**src/rtl/ole_pkg.sv**
```systemverilog
// Shared types and constants for the ordered list engine.
// Used by ordered_list_engine_unit; no dependencies.
package ole_pkg;

  localparam int CAPACITY = 16;
  localparam int AW       = $clog2(CAPACITY);
  localparam int LW       = $clog2(CAPACITY + 1);
  localparam int POS_W    = 5;
  localparam int CW       = (LW > POS_W) ? LW : POS_W;
  localparam int VAL_W    = 32;

  localparam logic [2:0] CMD_APPEND  = 3'd0;
  localparam logic [2:0] CMD_INSERT  = 3'd1;
  localparam logic [2:0] CMD_DEL_VAL = 3'd2;
  localparam logic [2:0] CMD_DEL_POS = 3'd3;
  localparam logic [2:0] CMD_DUMP    = 3'd4;

  localparam logic [1:0] ST_OK        = 2'd0;
  localparam logic [1:0] ST_NOT_FOUND = 2'd1;
  localparam logic [1:0] ST_FULL      = 2'd2;
  localparam logic [1:0] ST_EMPTY     = 2'd3;

  typedef struct packed {
    logic [2:0]              command;
    logic [POS_W-1:0]        position;
    logic signed [VAL_W-1:0] value;
  } in_word_t;

  typedef struct packed {
    logic [1:0]              status;
    logic [POS_W-1:0]        item_position;
    logic signed [VAL_W-1:0] item_value;
    logic                    last;
  } out_word_t;

endpackage

```
**src/rtl/ordered_list_engine_unit.sv**
```systemverilog
// Ordered list engine: a list of signed 32-bit values kept in list order in a RAM.
// Depends on ole_pkg and ole_ram.
//
// Usage:
//   cmd channel (cmd_valid/cmd_ready/cmd) takes one command word: append,
//   insert at a 1-based position, delete by value, delete by position, dump.
//   rsp channel (rsp_valid/rsp_ready/rsp) returns result words. Append,
//   insert and the deletes return one status word; dump returns one word per
//   element (position, value, last on the final one), or one empty status.
//   Commands five to seven are taken and dropped without a result.
// Timing:
//   cmd_ready is high only while the sequencer is idle. All list work goes
//   through the single RAM port pair; the shifts and the delete-by-value scan
//   move one entry per cycle, and a dump reads and then emits each element in
//   turn. An append writes at the end; an insert first shifts the entries from
//   its position up by one place; a delete shifts the later entries down. A
//   full-list command or an out-of-range delete by position goes straight to
//   its status word. The sequencer is idle again, ready for the next command,
//   in the cycle after the final word is loaded.
//   The result sits in an output register, so a new command may be taken
//   while the last result waits; a stalled receiver holds the sequencer
//   only when it has a further word to deliver.
// Reset: synchronous, clears the list length and the sequencer; the RAM is
//   not cleared (entries beyond the length are never used).
module ordered_list_engine_unit (
  input  logic                clk,
  input  logic                rst,
  input  logic                cmd_valid,
  output logic                cmd_ready,
  input  ole_pkg::in_word_t   cmd,
  output logic                rsp_valid,
  input  logic                rsp_ready,
  output ole_pkg::out_word_t  rsp
);

  typedef enum logic [2:0] {
    S_IDLE, S_SHIFT_UP, S_INS_WR, S_SCAN, S_SHIFT_DN, S_STATUS, S_DUMP_RD, S_DUMP_EMIT
  } state_t;

  state_t                       state;
  ole_pkg::in_word_t            req;
  logic [ole_pkg::LW-1:0]       len;
  logic [ole_pkg::LW-1:0]       idx;
  logic [ole_pkg::LW-1:0]       tgt;
  logic [ole_pkg::AW-1:0]       ptr;
  logic                         pend;
  logic [1:0]                   st;
  logic                         out_valid;
  ole_pkg::out_word_t           out_word;

  logic                         ram_we;
  logic [ole_pkg::AW-1:0]       ram_waddr;
  logic [ole_pkg::VAL_W-1:0]    ram_wdata;
  logic [ole_pkg::AW-1:0]       ram_raddr;
  logic [ole_pkg::VAL_W-1:0]    ram_rdata;

  logic [ole_pkg::LW-1:0]       idx_p1;
  logic [ole_pkg::LW-1:0]       idx_m1;
  logic [ole_pkg::CW-1:0]       pos_w;
  logic [ole_pkg::CW-1:0]       len_w;
  logic                         pos_ok;
  logic                         full;
  logic                         out_free;
  logic                         emit;

  assign idx_p1   = idx + ole_pkg::LW'(1);
  assign idx_m1   = idx - ole_pkg::LW'(1);
  assign pos_w    = ole_pkg::CW'(cmd.position);
  assign len_w    = ole_pkg::CW'(len);
  assign pos_ok   = (cmd.position != '0) && (pos_w <= len_w);
  assign full     = (len == ole_pkg::LW'(ole_pkg::CAPACITY));
  assign out_free = !out_valid || rsp_ready;
  assign emit     = out_free && ((state == S_STATUS) || (state == S_DUMP_EMIT));

  assign cmd_ready = (state == S_IDLE);
  assign rsp_valid = out_valid;
  assign rsp       = out_word;

  always_comb begin
    ram_raddr = idx[ole_pkg::AW-1:0];
    ram_we    = 1'b0;
    ram_waddr = ptr;
    ram_wdata = ram_rdata;
    unique case (state)
      S_SHIFT_UP: begin
        ram_raddr = idx_m1[ole_pkg::AW-1:0];
        ram_we    = pend;
      end
      S_SHIFT_DN: begin
        ram_raddr = idx_p1[ole_pkg::AW-1:0];
        ram_we    = pend;
      end
      S_INS_WR: begin
        ram_we    = 1'b1;
        ram_waddr = tgt[ole_pkg::AW-1:0];
        ram_wdata = req.value;
      end
      default: begin
      end
    endcase
  end

  ole_ram #(
    .WIDTH(ole_pkg::VAL_W),
    .DEPTH(ole_pkg::CAPACITY)
  ) u_ram (
    .clk  (clk),
    .we   (ram_we),
    .waddr(ram_waddr),
    .wdata(ram_wdata),
    .raddr(ram_raddr),
    .rdata(ram_rdata)
  );

  always_ff @(posedge clk) begin
    if (rst) begin
      state     <= S_IDLE;
      len       <= '0;
      pend      <= 1'b0;
      out_valid <= 1'b0;
    end else begin
      // drop the word once taken, unless a new one loads in its place
      if (rsp_valid && rsp_ready && !emit) begin
        out_valid <= 1'b0;
      end
      unique case (state)
        S_IDLE: begin
          pend <= 1'b0;
          if (cmd_valid) begin
            req <= cmd;
            unique case (cmd.command) inside
              ole_pkg::CMD_APPEND, ole_pkg::CMD_INSERT: begin
                if (full) begin
                  st    <= ole_pkg::ST_FULL;
                  state <= S_STATUS;
                end else begin
                  if (cmd.command == ole_pkg::CMD_INSERT && pos_ok) begin
                    tgt <= ole_pkg::LW'(pos_w - ole_pkg::CW'(1));
                  end else begin
                    tgt <= len;
                  end
                  idx   <= len;
                  state <= S_SHIFT_UP;
                end
              end
              ole_pkg::CMD_DEL_VAL: begin
                idx   <= '0;
                state <= S_SCAN;
              end
              ole_pkg::CMD_DEL_POS: begin
                if (pos_ok) begin
                  idx   <= ole_pkg::LW'(pos_w - ole_pkg::CW'(1));
                  state <= S_SHIFT_DN;
                end else begin
                  st    <= ole_pkg::ST_NOT_FOUND;
                  state <= S_STATUS;
                end
              end
              ole_pkg::CMD_DUMP: begin
                idx <= '0;
                if (len == '0) begin
                  st    <= ole_pkg::ST_EMPTY;
                  state <= S_STATUS;
                end else begin
                  state <= S_DUMP_RD;
                end
              end
              default: begin
              end
            endcase
          end
        end
        // read entry idx-1, write it one place on in the next cycle
        S_SHIFT_UP: begin
          if (idx != tgt) begin
            pend <= 1'b1;
            ptr  <= idx[ole_pkg::AW-1:0];
            idx  <= idx_m1;
          end else begin
            pend  <= 1'b0;
            state <= S_INS_WR;
          end
        end
        S_INS_WR: begin
          len   <= len + ole_pkg::LW'(1);
          st    <= ole_pkg::ST_OK;
          state <= S_STATUS;
        end
        // reads run one ahead of the compare
        S_SCAN: begin
          if (pend && ram_rdata == req.value) begin
            pend  <= 1'b0;
            idx   <= ole_pkg::LW'(ptr);
            state <= S_SHIFT_DN;
          end else if (idx < len) begin
            pend <= 1'b1;
            ptr  <= idx[ole_pkg::AW-1:0];
            idx  <= idx_p1;
          end else if (pend) begin
            pend <= 1'b0;
          end else begin
            st    <= ole_pkg::ST_NOT_FOUND;
            state <= S_STATUS;
          end
        end
        // read entry idx+1, write it one place back in the next cycle
        S_SHIFT_DN: begin
          if (idx_p1 < len) begin
            pend <= 1'b1;
            ptr  <= idx[ole_pkg::AW-1:0];
            idx  <= idx_p1;
          end else begin
            pend  <= 1'b0;
            len   <= len - ole_pkg::LW'(1);
            st    <= ole_pkg::ST_OK;
            state <= S_STATUS;
          end
        end
        S_STATUS: begin
          if (out_free) begin
            out_valid              <= 1'b1;
            out_word.status        <= st;
            out_word.item_position <= '0;
            out_word.item_value    <= '0;
            out_word.last          <= 1'b1;
            state                  <= S_IDLE;
          end
        end
        S_DUMP_RD: begin
          state <= S_DUMP_EMIT;
        end
        S_DUMP_EMIT: begin
          if (out_free) begin
            out_valid              <= 1'b1;
            out_word.status        <= ole_pkg::ST_OK;
            out_word.item_position <= ole_pkg::POS_W'(ole_pkg::CW'(idx_p1));
            out_word.item_value    <= ram_rdata;
            out_word.last          <= (idx_p1 == len);
            idx                    <= idx_p1;
            state                  <= (idx_p1 == len) ? S_IDLE : S_DUMP_RD;
          end
        end
        default: begin
          state <= S_IDLE;
        end
      endcase
    end
  end

  a_len_bound: assert property (@(posedge clk) disable iff (rst)
    len <= ole_pkg::LW'(ole_pkg::CAPACITY))
    else $error("list length above capacity");

  a_len_step: assert property (@(posedge clk) disable iff (rst)
    !$stable(len) |-> (len == $past(len) + ole_pkg::LW'(1)) ||
                      (len == $past(len) - ole_pkg::LW'(1)) || $past(rst))
    else $error("list length moved by more than one");

  a_no_idle_write: assert property (@(posedge clk) disable iff (rst)
    (state == S_IDLE) |-> !ram_we)
    else $error("RAM written while idle");

  a_dump_pos: assert property (@(posedge clk) disable iff (rst)
    (state == S_DUMP_EMIT) |-> (idx < len))
    else $error("dump index past list end");

endmodule

```
**src/rtl/ole_ram.sv**
```systemverilog
// Generic RAM: one write port, one read port with registered read data.
// No dependencies.
module ole_ram #(
  parameter int  WIDTH = 32,
  parameter int  DEPTH = 16,
  localparam int AW    = $clog2(DEPTH)
) (
  input  logic             clk,
  input  logic             we,
  input  logic [AW-1:0]    waddr,
  input  logic [WIDTH-1:0] wdata,
  input  logic [AW-1:0]    raddr,
  output logic [WIDTH-1:0] rdata
);

  logic [WIDTH-1:0] mem [DEPTH];

  always_ff @(posedge clk) begin
    if (we) begin
      mem[waddr] <= wdata;
    end
    rdata <= mem[raddr];
  end

endmodule

```
**config.mk**
```make
export PLATFORM = sky130hd
export DESIGN_NAME = ordered_list_engine_unit
export DESIGN_NICKNAME = d
export VERILOG_FILES = /design/src/rtl/ole_pkg.sv /design/src/rtl/ordered_list_engine_unit.sv /design/src/rtl/ole_ram.sv
export SDC_FILE = /design/constraint.sdc
export NUM_CORES = 1
export LEC_CHECK = 0
export BUFFER_PORTS_ARGS = -buffer_cell sky130_fd_sc_hd__buf_2
export CAP_MARGIN = 30
export CORE_UTILIZATION = 56
export DETAILED_ROUTE_END_ITERATION = 12
export PLACE_DENSITY = 0.76
export SLEW_MARGIN = 15
export SYNTH_ARGS = -nofsm -noshare
export SYNTH_HDL_FRONTEND = slang
export SYNTH_SLANG_ARGS = --single-unit
export TNS_END_PERCENT = 20
```
**constraint.sdc**
```tcl
create_clock -name clk -period 4.16 [get_ports clk]
set_clock_uncertainty 0.05 [all_clocks]
set_input_delay 0.832 -clock clk [delete_from_list [all_inputs] [get_ports clk]]
set_output_delay 0.832 -clock clk [all_outputs]
set_load 0.05 [all_outputs]
```
**After elaboration in Yosys (flattened, before gate mapping)**

Memory sizes are Yosys's and may differ from the RTL's. A register that Yosys moved wholly into a read port is not among the register bits.
Index checks and enable logic that the tools add are counted.

- Add/sub/neg operators: 5
- $lt $le $gt $ge: 3
- Eq/ne operators: 37
- Mux-type cells: 59
- Bitwise logic cells: 2
- Reductions and logical operators: 32

Operators with widths:

| kind | count |
|---|---|
| $mux 40 | 2 |
| $pmux 40 s2 | 1 |
| $mux 5 | 10 |
| $eq 32x32->1 | 1 |
| $mux 32 | 1 |
| $mux 3 | 10 |
| $pmux 5 s5 | 1 |
| $pmux 3 s8 | 1 |
| $ne 2x2->1 const B | 11 |
| $ne 3x3->1 const B | 7 |
| $mux 4 | 5 |
| $mux 2 | 9 |
| $eq 3x3->1 const B | 5 |
| $pmux 5 s3 | 1 |
| $sub 5x1->5 const B | 3 |
| $eq 3x2->1 const B | 4 |
| $pmux 3 s4 | 1 |
| $pmux 4 s3 | 1 |
| $reduce_and 11->1 | 1 |
| $add 5x1->5 const B | 2 |
| $lt 5x5->1 | 2 |
| $mux 1 | 10 |
| $pmux 5 s2 | 1 |
| $reduce_and 10->1 | 1 |
| 31 further kinds | 47 |

- Register bits: 98
- Bits in writable memories: 512
- Output and inout bits: 42
- Memories: 1

Memory list:

| name | words | bits a word | read ports | clocked after memory_dff | write ports | RTL line | text |
|---|---|---|---|---|---|---|---|
| u_ram.mem | 16 | 32 | 1 | 1 | 1 | ole_ram.sv:16 | `logic [WIDTH-1:0] mem [DEPTH];` |

**Longest topological paths before layout**

Gate-level depths: netlist (run 1).

- Depth after elaboration: 8
- Mapped depth: 11

**Cells and area by module**

Synthesis (run 1) repeated with hierarchy kept, for this count alone.

- Cell total of the unflattened synthesis: 1346
- Area total of the unflattened synthesis: 25466.9 um^2

By module, submodules not included:

| module | times used | cells an instance | area each (um^2) | sequential area each (um^2) |
|---|---|---|---|---|
| ole_ram | 1 | 838 | 19835.3 | 16015.4 |
| ordered_list_engine_unit | 1 | 508 | 5631.7 | 2842.7 |

**Worst setup path after synthesis (run 1)**

OpenSTA, ideal clock, no wires.

- Kind: input-to-reg
- From: input port rst
- To: register out_word (netlist bit rsp[0]) (enable)
- Arrival time: 3.814 ns
- Data required time: 3.623 ns
- Path slack: -0.191 ns
- Cell stages on the path: 2
- Buffers on the path: 1
- Cell sequence: clkbuf_1 nor3_1

- Longest elaborated chain between the ends: 2

RTL lines:

| element | RTL line | text |
|---|---|---|
| start: declaration | ordered_list_engine_unit.sv:27 | `input logic rst,` |
| $not 1->1 (no line) | - |  |
| $reduce_and 4->1 (no line) | - |  |
| end: declaration | ordered_list_engine_unit.sv:49 | `ole_pkg::out_word_t out_word;` |

Every way passes these cells.
A chain may end at the register's enable or synchronous reset.

**Worst setup path in the final report (run 1)**

- From: register state[0]
- To: memory u_ram.mem[15][6] (enable)

- Longest elaborated chain between the ends: 5

RTL lines:

| element | RTL line | text |
|---|---|---|
| start: declaration | ordered_list_engine_unit.sv:40 | `state_t state;` |
| start signal: assignment | ordered_list_engine_unit.sv:240 | `state <= (idx_p1 == len) ? S_IDLE : S_DUMP_RD;` |
| $eq 3x3->1 or $eq 3x1->1 (tied branches) | ordered_list_engine_unit.sv:84 | `unique case (state)` |
| $reduce_or 2->1 (no line) | - |  |
| $pmux 1 s2 | ordered_list_engine_unit.sv:84 |  |
| $mux 1 | ole_ram.sv:19 | `if (we) begin` |
| $mux 1 (implied by the code) | ole_ram.sv:20 | `mem[waddr] <= wdata;` |
| end: declaration | ole_ram.sv:16 |  |

Parallel ways exist; a longest one is shown, timed or not.

==> out/metrics.cfg, run 1 <==
[clock_tree]
clkSlewWorstSetupHoldPaths_ns = 0.07
post_cts_buffers = 0
clk_latency_ns = 0.63
cts_tree = done
cts_root_buffer = clkbuf_16
cts.path.max_buffers = 3
ctsHoldBuffers = 0
cts-htree-levels = 2
numCtsBuffers = 60
clkSinkCount = 642
postCtsResizedCells = 0

[critical_path]
cp_cell_sequence = inv_2 -> nand3_1 -> mux2_2 -> nand2_1 -> nor2_4 -> buf_4
critPathLaunchType = flop
crit_type = reg -> reg
cpMaxStageDelayCell = dfxtp_1
critPathMaxStageDelay_ns = 0.87
cp_data_arrival_time_ns = 3.67
required_ns = 4.40
r2r_end = u_ram.mem[15][6]$_DFFE_PP_
reg2reg_depth = 6
worstReg2RegStart = state[0]$_SDFFE_PP0P_
path_max_fanout = 20
reg2reg_slack_ns = 0.73
critPathCaptureType = flop

[global_route]
grt.total_usage_pct = 25.9
grt_pass1_wl_um = 87300
use_met3_pct = 4.69
overflow = 0
gr-usage-met2_pct = 41.3
grt_pass1_vias = 13700
grt_max_degree = 68
top_usage_layer = met2
antenna_found_initial = 1
met1_usage_pct = 36.0

[floorplan]
initial_core_util_pct = 57.4
coreArea_um2 = 44600
die_w_um = 216
die_h_um = 216
rows = 77
io_pins = 86
dieArea_um2 = 46600

[power_and_ir_drop]
ir_worst_vdd_mv = 0.479
power.total_mw = 23.1
p_leak_nw = 9.63
power.density_nw_per_um2 = 789

[job]
maxCapViolations = 0

[status]
status = completed

[finish]
register_area_um2 = 18900
final_core_util_pct = 65.7
antenna_cells = 0
drive_above_1_share_pct = 27.6
multi_input_area_um2 = 6510
synthToLayoutAreaGrowth_pct = 14.5
fill_cells = 2925
final_cell_area_um2 = 29300
fin_nets = 1557

[place]
gp_congestion = 0.934
place_area_um2 = 27200
portBuffers = 85
post-dp-hpwl_um = 35000

[sta]
tightestPinTransition_ns = 1.03
fin_tns_setup_ns = 0
setup_viol = 0
slew_violations = 0
rsz0062_at_grt = no
final-hold-violation-count = 0
slew-limit-headroom_pct = 31.3
max_freq_mhz = 291
whs_ns = 0.321
fin_crit_ns = 3.43
fin_crit_sh_pct = 82.5

[min_path]
hold_depth = 1
min_path_type = in -> reg
hold_end = req[21]$_DFFE_PP_
hp-start = cmd[21]

[route]
drt_iter0_drc = 1606
drt_first_pass_iters = 6
wl_um = 58900
drc = 0
antenna_left = 0
route.detailed.wl_per_inst_um = 27.6
vias = 13700
via_per_inst = 6.41

[synthesis]
synth_cells = 1350
synth_cell_type_count = 66
ys.flop_type = edfxtp_1
async_reset_ff_share_pct = 0
synth_area_um2 = 25600
ys_ff_latch = 642
ys.warnings.count = 0
synth_edf_count = 600
avgSynthCellArea_um2 = 19.0
seq_area_frac_synth_pct = 73.7
postSynthNetCount = 1417

[routing by layer]
layer  vias up  wire length, um
met5         -                0
met2       718            28700
met3       126             5040
met1      7080            23400
met4         0             1870
li1       5742                -
[state kept, by name, summed over array words and instances, names as in the netlist]
name and cells:
u_ram.mem 512, ptr 4, st 2, req 32, u_ram.rdata 32, idx 5
pend 1, rsp 40, rsp_valid 1, state 3, tgt 5, len 5
[power by group]
group	switching (mW)	total (mW)	internal, mW
Sequential	0.414	9.04	8.63
Combinational	4.81	8.43	3.61
Clock	2.33	5.66	3.33
Total	7.55	23.1	15.6
[area by class of cell]
| class | count | area share [%] |
|---|---|---|
| Multi-Input combinational cell | 623 | 22.2 |
| Timing Repair Buffer | 141 | 3.66 |
| Tap cell | 592 | 2.53 |
| Clock buffer | 87 | 5.82 |
| Sequential cell | 642 | 64.3 |
| Inverter | 22 | 0.282 |
| Clock inverter | 26 | 1.14 |
[critical path: cells and delay by family (launching register included)]
kind	cells	cell delay [ns]
buffers and inverters	2	0.69
DFF	1	0.87
muxes	1	0.24
and+or+nand+nor	3	1.20
[stage by stage]
step                      setup slack [ns]  instances
after global routing                 0.602       2133
after detailed placement             0.844       2017
after CTS                            0.781       2130
after global placement               0.798       2017
final                                0.728       2133
after floorplan                      0.702       1350
[how the worst max path moves through the flow]
stage | startpoint | to | slack [ns] | cells after the start
after CTS | state[0]$_SDFFE_PP0P_ | u_ram.mem[15][6]$_DFFE_PP_ | 0.78 | 6
after floorplan | state[1]$_SDFFE_PP0P_ | u_ram.mem[0][0]$_DFFE_PP_ | 0.70 | 8
after detailed placement | state[0]$_SDFFE_PP0P_ | u_ram.mem[15][6]$_DFFE_PP_ | 0.84 | 6
after global routing | state[0]$_SDFFE_PP0P_ | u_ram.mem[15][4]$_DFFE_PP_ | 0.60 | 6
final | state[0]$_SDFFE_PP0P_ | u_ram.mem[15][6]$_DFFE_PP_ | 0.73 | 6
after global placement | state[0]$_SDFFE_PP0P_ | u_ram.mem[15][28]$_DFFE_PP_ | 0.80 | 6
[synth_stat cells, drive strengths merged (2+ instances only)]
master	number	area, um2
nand3b	4	30.0
o221ai	3	32.5
nor3	14	80.1
dfxtp	42	841
xor2	7	61.3
a2bb2oi	2	17.5
a221oi	3	26.3
a31oi	10	68.8
nor4	4	25.0
clkbuf	22	82.6
and2	35	219
o21a	5	37.5
or3	4	25.0
buf	41	254
o211ai	2	20.0
a211o	2	17.5
nor4b	2	17.5
mux2	36	405
nor2	48	180
a22oi	69	518
nand4	10	62.6
a21oi	27	154
and3	3	18.8
ha	22	275
nand2b	3	28.8
mux4	128	2880
a211oi	2	15.0
edfxtp	600	18000
inv	21	78.8
nor3b	3	22.5
nor2b	11	68.8
xnor2	46	403
a21o	2	15.0
nand2	64	240
mux2i	4	40.0
nand3	11	55.1
o21bai	2	15.0
o21ai	21	105
[logic make-up (layout without fill, tap and decap cells)]
| group | Yosys count | after routing | synth area share [%] |
|---|---|---|---|
| DFF | 642 | 642 | 73.7 |
| buffers and inverters | 85 | 276 | 1.64 |
| and+or+nand+nor | 217 | 217 | 4.22 |
| adders and majority gates | 23 | 23 | 1.15 |
| AOI/OAI and AO/OA | 162 | 162 | 4.49 |
| muxes | 168 | 168 | 13.0 |
| xor gates and xnor gates | 53 | 53 | 1.81 |
[placed cells by master (no fill, tap or decap), drive strengths merged, types with 3 or more instances in the layout]
| cell | synthesis | routed |
|---|---|---|
| a22oi | 69 | 69 |
| a31oi | 10 | 10 |
| nor2b | 11 | 11 |
| bufinv | 0 | 8 |
| a221oi | 3 | 3 |
| nor2 | 48 | 48 |
| nand4 | 10 | 10 |
| nand3 | 11 | 11 |
| o21a | 5 | 5 |
| xor2 | 7 | 7 |
| nor3b | 3 | 3 |
| edfxtp | 600 | 600 |
| clkbuf | 22 | 87 |
| dfxtp | 42 | 42 |
| ha | 22 | 22 |
| nor4 | 4 | 4 |
| buf | 41 | 141 |
| a21oi | 27 | 27 |
| mux4 | 128 | 128 |
| nor3 | 14 | 14 |
| o21ai | 21 | 21 |
| or3 | 4 | 4 |
| inv | 21 | 21 |
| mux2i | 4 | 4 |
| nand2b | 3 | 3 |
| nand2 | 64 | 64 |
| mux2 | 36 | 36 |
| and3 | 3 | 3 |
| nand3b | 4 | 4 |
| and2 | 35 | 35 |
| clkinv | 1 | 18 |
| xnor2 | 46 | 46 |
| o221ai | 3 | 3 |
No activity file was read; power rests on OpenSTA's default activity.
==> run 2, diff against run 1 <==
Clock period 4.16 ns to 2.86 ns, I/O delays scaled along.
==> out/metrics.cfg, run 2 (synthesized netlist as in run 1, its figures left out) <==
[floorplan]
die_w_um = 216
coreArea_um2 = 44600
initial_core_util_pct = 57.4
die_h_um = 216
rows = 77
dieArea_um2 = 46600
io_pins = 86

[critical_path]
cpMaxStageDelayCell = dfxtp_1
cp_data_arrival_time_ns = 3.09
crit_type = reg -> reg
critPathCaptureType = flop
required_ns = 3.19
reg2reg_depth = 9
worst-path-buf-inv = 2
crit_family = compound AO/OA/AOI/OAI gates
r2r_end = st[0]$_DFFE_PP_
reg2reg_slack_ns = 0.1
path_max_fanout = 5
cp_cell_sequence = inv_1 -> ha_1 -> nor2b_1 -> o21a_1 -> o31a_1 -> or3_1 -> a31oi_1 -> a2111oi_1 -> buf_4
critPathLaunchType = flop
worstReg2RegStart = len[1]$_SDFFE_PP0P_
critPathMaxStageDelay_ns = 0.44

[finish]
register_area_um2 = 18900
multi_input_area_um2 = 6640
final_core_util_pct = 68.5
final_cell_area_um2 = 30600
largest_reg_flops = 512
final_cell_mix = 600 x edfxtp_1, 128 x mux4_2, 87 x buf_2
fill_cells = 2743
synthToLayoutAreaGrowth_pct = 19.4
drive_above_1_share_pct = 33.1
antenna_cells = 0
final_common_cell = edfxtp_1
fin_nets = 1629
largest-register = u_ram.mem

[route]
met2WireLength_um = 29900
drc = 0
antenna_left = 0
via_per_inst = 6.34
vias = 14000
route.detailed.wl_per_inst_um = 28.2
wl_um = 62200
drt_first_pass_iters = 8
wl_met1_um = 24700
wl_met3_um = 5640
top_layer = met5
drt_iter0_drc = 1844

[power_and_ir_drop]
p_leak_nw = 10.2
power.density_nw_per_um2 = 1190
power_frac_seq_pct = 36.0
internal_power_mw = 24.9
power.switching_mw = 11.6
ir_worst_vdd_mv = 0.651
p_sw_share_pct = 31.7
clkPwrFrac_pct = 25.3
comb_power_share_pct = 38.7

[place]
place_area_um2 = 27900
placement.setup.worst_slack_ns = -0.113
gp_congestion = 0.952
post-dp-hpwl_um = 36400
portBuffers = 85

[sta]
final-hold-violation-count = 0
fin_ws_ns = 0.0981
max_freq_mhz = 362
fin_tns_setup_ns = 0
fin_crit_sh_pct = 96.6
rsz0062_at_grt = no
tightestPinTransition_ns = 0.632
setup_viol = 0
slew-limit-headroom_pct = 57.6
slew_violations = 0
fin_crit_ns = 2.76

[clock_tree]
clkSlewWorstSetupHoldPaths_ns = 0.06
cts.path.max_buffers = 3
ctsHoldBuffers = 0
clkSinkCount = 642
cts-htree-levels = 2
cts_root_buffer = clkbuf_16
numCtsBuffers = 61
cts_tree = done
clk_latency_ns = 0.62

[min_path]
hold_end = req[22]$_DFFE_PP_
min_path_type = in -> reg
hp-start = cmd[22]
hold_depth = 1

[global_route]
grt.total_usage_pct = 27.1
overflow = 0
grt_pass1_vias = 14100
grt_max_degree = 33
antenna_found_initial = 1
grt_pass1_wl_um = 90600

[status]
status = completed

[job]
maxCapViolations = 0

-- run 2: worst reg2reg max path, cell delays in order (launching register included) --
cell and delay, ns:
dfxtp_1 0.44, inv_1 0.23, ha_1 0.35, nor2b_1 0.13, o21a_1 0.16, o31a_1 0.29
or3_1 0.37, a31oi_1 0.27, a2111oi_1 0.10, buf_4 0.16
-- run 2: metrics by stage --
stage	cells	total power, mW	hold slack, ns
6_report	2206	36.4	0.0787
5_1_grt	2206	37.8	0.0660
4_1_cts	2193	35.8	0.0482
3_5_place_dp	2077	26.5	0.443
3_3_place_gp	2077	26.1	0.416
2_1_floorplan	1350	22.0	0.399
-- run 2: how the worst max path moves through the flow --
stage | startpoint | slack (ns) | cells after the start | end
6_report | len[1]$_SDFFE_PP0P_ | 0.1 | 9 | st[0]$_DFFE_PP_
5_1_grt | idx[1]$_DFFE_PP_ | 0.003 | 12 | st[0]$_DFFE_PP_
4_1_cts | idx[0]$_DFFE_PP_ | -0.01 | 12 | st[0]$_DFFE_PP_
3_5_place_dp | idx[1]$_DFFE_PP_ | -0.11 | 10 | u_ram.rdata[12]$_DFF_P_
3_3_place_gp | idx[0]$_DFFE_PP_ | -0.06 | 10 | u_ram.rdata[18]$_DFF_P_
2_1_floorplan | state[1]$_SDFFE_PP0P_ | -0.47 | 8 | u_ram.mem[11][0]$_DFFE_PP_
-- run 2: power by group through the flow --
stage	Combinational (mW)	Sequential [mW]	Clock, mW
2_1_floorplan	8.92	13.1	0
3_3_place_gp	12.9	13.2	0
3_5_place_dp	13.2	13.3	0
4_1_cts	13.4	13.1	9.29
5_1_grt	15.0	13.2	9.64
6_report	14.1	13.1	9.20
-- run 2: cell type report --
class / count / area share, %
Clock buffer: 72 / 5.23
Sequential cell: 642 / 61.7
Inverter: 22 / 0.270
Multi-Input combinational cell: 623 / 21.7
Clock inverter: 43 / 2.39
Timing Repair Buffer: 212 / 6.30
Tap cell: 592 / 2.42
-- run 2: repair_timing --
item                       in CTS  in global routing
resized for setup               4                 33
setup endpoints to repair      41                 54
gates cloned                    0                  2
buffers inserted                1                  7
pin swaps                       1                  6
-- run 2: metal layers --
layer / up-vias / GRT usage, %
li1: 5901 / -
met1: 7213 / 37.2
met2: 759 / 42.8
met3: 117 / 6.29
met4: 2 / 9.83
met5: - / 0
==> run 3, diff against run 2 <==
Settings changed: CORE_MARGIN set to 2, MAX_ROUTING_LAYER set to met4, REMOVE_ABC_BUFFERS set to 1.
==> out/metrics.cfg, run 3 (synthesized netlist as in run 1, its figures left out) <==
[power_and_ir_drop]
p_sw_share_pct = 32.6
internal_power_mw = 23.9
power.density_nw_per_um2 = 1170
ir_worst_vdd_mv = 0.691
comb_power_share_pct = 40.1
p_leak_nw = 10.1
clkPwrFrac_pct = 23.0
power.total_mw = 35.5
power_frac_seq_pct = 36.9
power.switching_mw = 11.6

[finish]
synthToLayoutAreaGrowth_pct = 18.4
drive_above_1_share_pct = 32.9
register_area_um2 = 18900
largest_reg_flops = 512
largest-register = u_ram.mem
final_common_cell = edfxtp_1
final_cell_area_um2 = 30300
fill_cells = 2890
fin_nets = 1631
final_core_util_pct = 66.9
antenna_cells = 0
final_cell_mix = 600 x edfxtp_1, 128 x mux4_2, 87 x buf_2
multi_input_area_um2 = 6630

[status]
status = completed

[place]
portBuffers = 85
gp_congestion = 0.936
place_area_um2 = 27900
post-dp-hpwl_um = 35600

[job]
maxCapViolations = 0

[global_route]
grt.total_usage_pct = 27.9
met1_usage_pct = 37.2
top_usage_layer = met2
use_met3_pct = 4.44
grt_max_degree = 41
gr-usage-met2_pct = 45.0
grt_pass1_wl_um = 92400
overflow = 0
grt_pass1_vias = 14000
antenna_found_initial = 0

[clock_tree]
clkSinkCount = 642
ctsHoldBuffers = 0
numCtsBuffers = 60
cts_tree = done
cts.path.max_buffers = 3
cts_root_buffer = clkbuf_16
cts-htree-levels = 2
clkSlewWorstSetupHoldPaths_ns = 0.07
clk_latency_ns = 0.63

[sta]
rsz0062_at_grt = yes
slew-limit-headroom_pct = 36.1
max_freq_mhz = 354
setup_viol = 0
final-hold-violation-count = 0
fin_crit_ns = 2.82
fin_crit_sh_pct = 98.7
tightestPinTransition_ns = 0.955
slew_violations = 0

[critical_path]
worstReg2RegStart = idx[1]$_DFFE_PP_
critPathCaptureType = flop
critPathLaunchType = flop
crit_type = reg -> reg
required_ns = 3.16
cp_data_arrival_time_ns = 3.12
path_max_fanout = 4
critPathLaunch = idx[1]$_DFFE_PP_

[floorplan]
die_w_um = 218
initial_core_util_pct = 56.5
io_pins = 86
rows = 78
die_h_um = 218
coreArea_um2 = 45300
dieArea_um2 = 47400

[min_path]
hp-start = cmd[28]
min_path_type = in -> reg

[route]
drt_first_pass_iters = 6
vias = 14100
drc = 0
wl_um = 64000
route.detailed.wl_per_inst_um = 28.9
antenna_left = 0
via_per_inst = 6.39
drt_iter0_drc = 1631

run 3: worst max-delay path, cell delays in order, from the launching register on:
cell and delay, ns:
edfxtp_1 0.44, ha_2 0.21, nand3_1 0.09, xor2_1 0.18, inv_1 0.09, ha_4 0.28, and3_4 0.17, o21ai_0 0.08
nand3_1 0.17, buf_6 0.14, a22oi_1 0.08, a2111oi_1 0.37, buf_4 0.18
run 3: final timing paths:
kind | endpoint | slack [ns] | cells past startpoint
max | st[1]$_DFFE_PP_ | 0.04 | 12
min reg2reg | rsp_valid$_SDFF_PP0_ | 0.45 | 2
max reg2reg | st[1]$_DFFE_PP_ | 0.04 | 12
min | req[28]$_DFFE_PP_ | 0.06 | 1
run 3: repair_timing:
item                                    4_1_cts  5_1_grt
endpoints found under the setup margin       23      111
cloned                                        0        2
pin swaps                                     1        7
buffers inserted                              5       14
gates resized for setup                       5       29
run 3: cell type report:
cell class	instances	area share [%]
Clock inverter	23	0.867
Clock buffer	89	5.88
Multi-Input combinational cell	623	21.9
Inverter	22	0.273
Tap cell	600	2.48
Sequential cell	642	62.2
Timing Repair Buffer	215	6.38
run 3: metrics by stage:
stage	worst slack [ns]	std cells	hold slack [ns]	setup TNS, ns
6_report	0.0370	2214	0.0616	0
5_1_grt	-0.0614	2214	0.0521	-0.721
4_1_cts	0.000836	2196	0.0431	0
3_5_place_dp	-0.0597	2079	0.456	-0.512
3_3_place_gp	0.0254	2079	0.414	0
2_1_floorplan	-6.10	1287	0.447	-2416.22
run 3: layer usage:
layer / wire, um / up-vias
met4: 2090 / 0
met1: 24600 / 7311
met5: 0 / -
met2: 32300 / 800
met3: 4970 / 152
li1: - / 5879
run 3: power by group through the flow:
stage	logic, mW	clock network [mW]	registers [mW]
2_1_floorplan	6.26	0	13.2
3_5_place_dp	13.1	0	13.3
6_report	14.2	8.17	13.1
3_3_place_gp	12.8	0	13.2
5_1_grt	15.1	8.59	13.2
4_1_cts	13.4	8.26	13.1
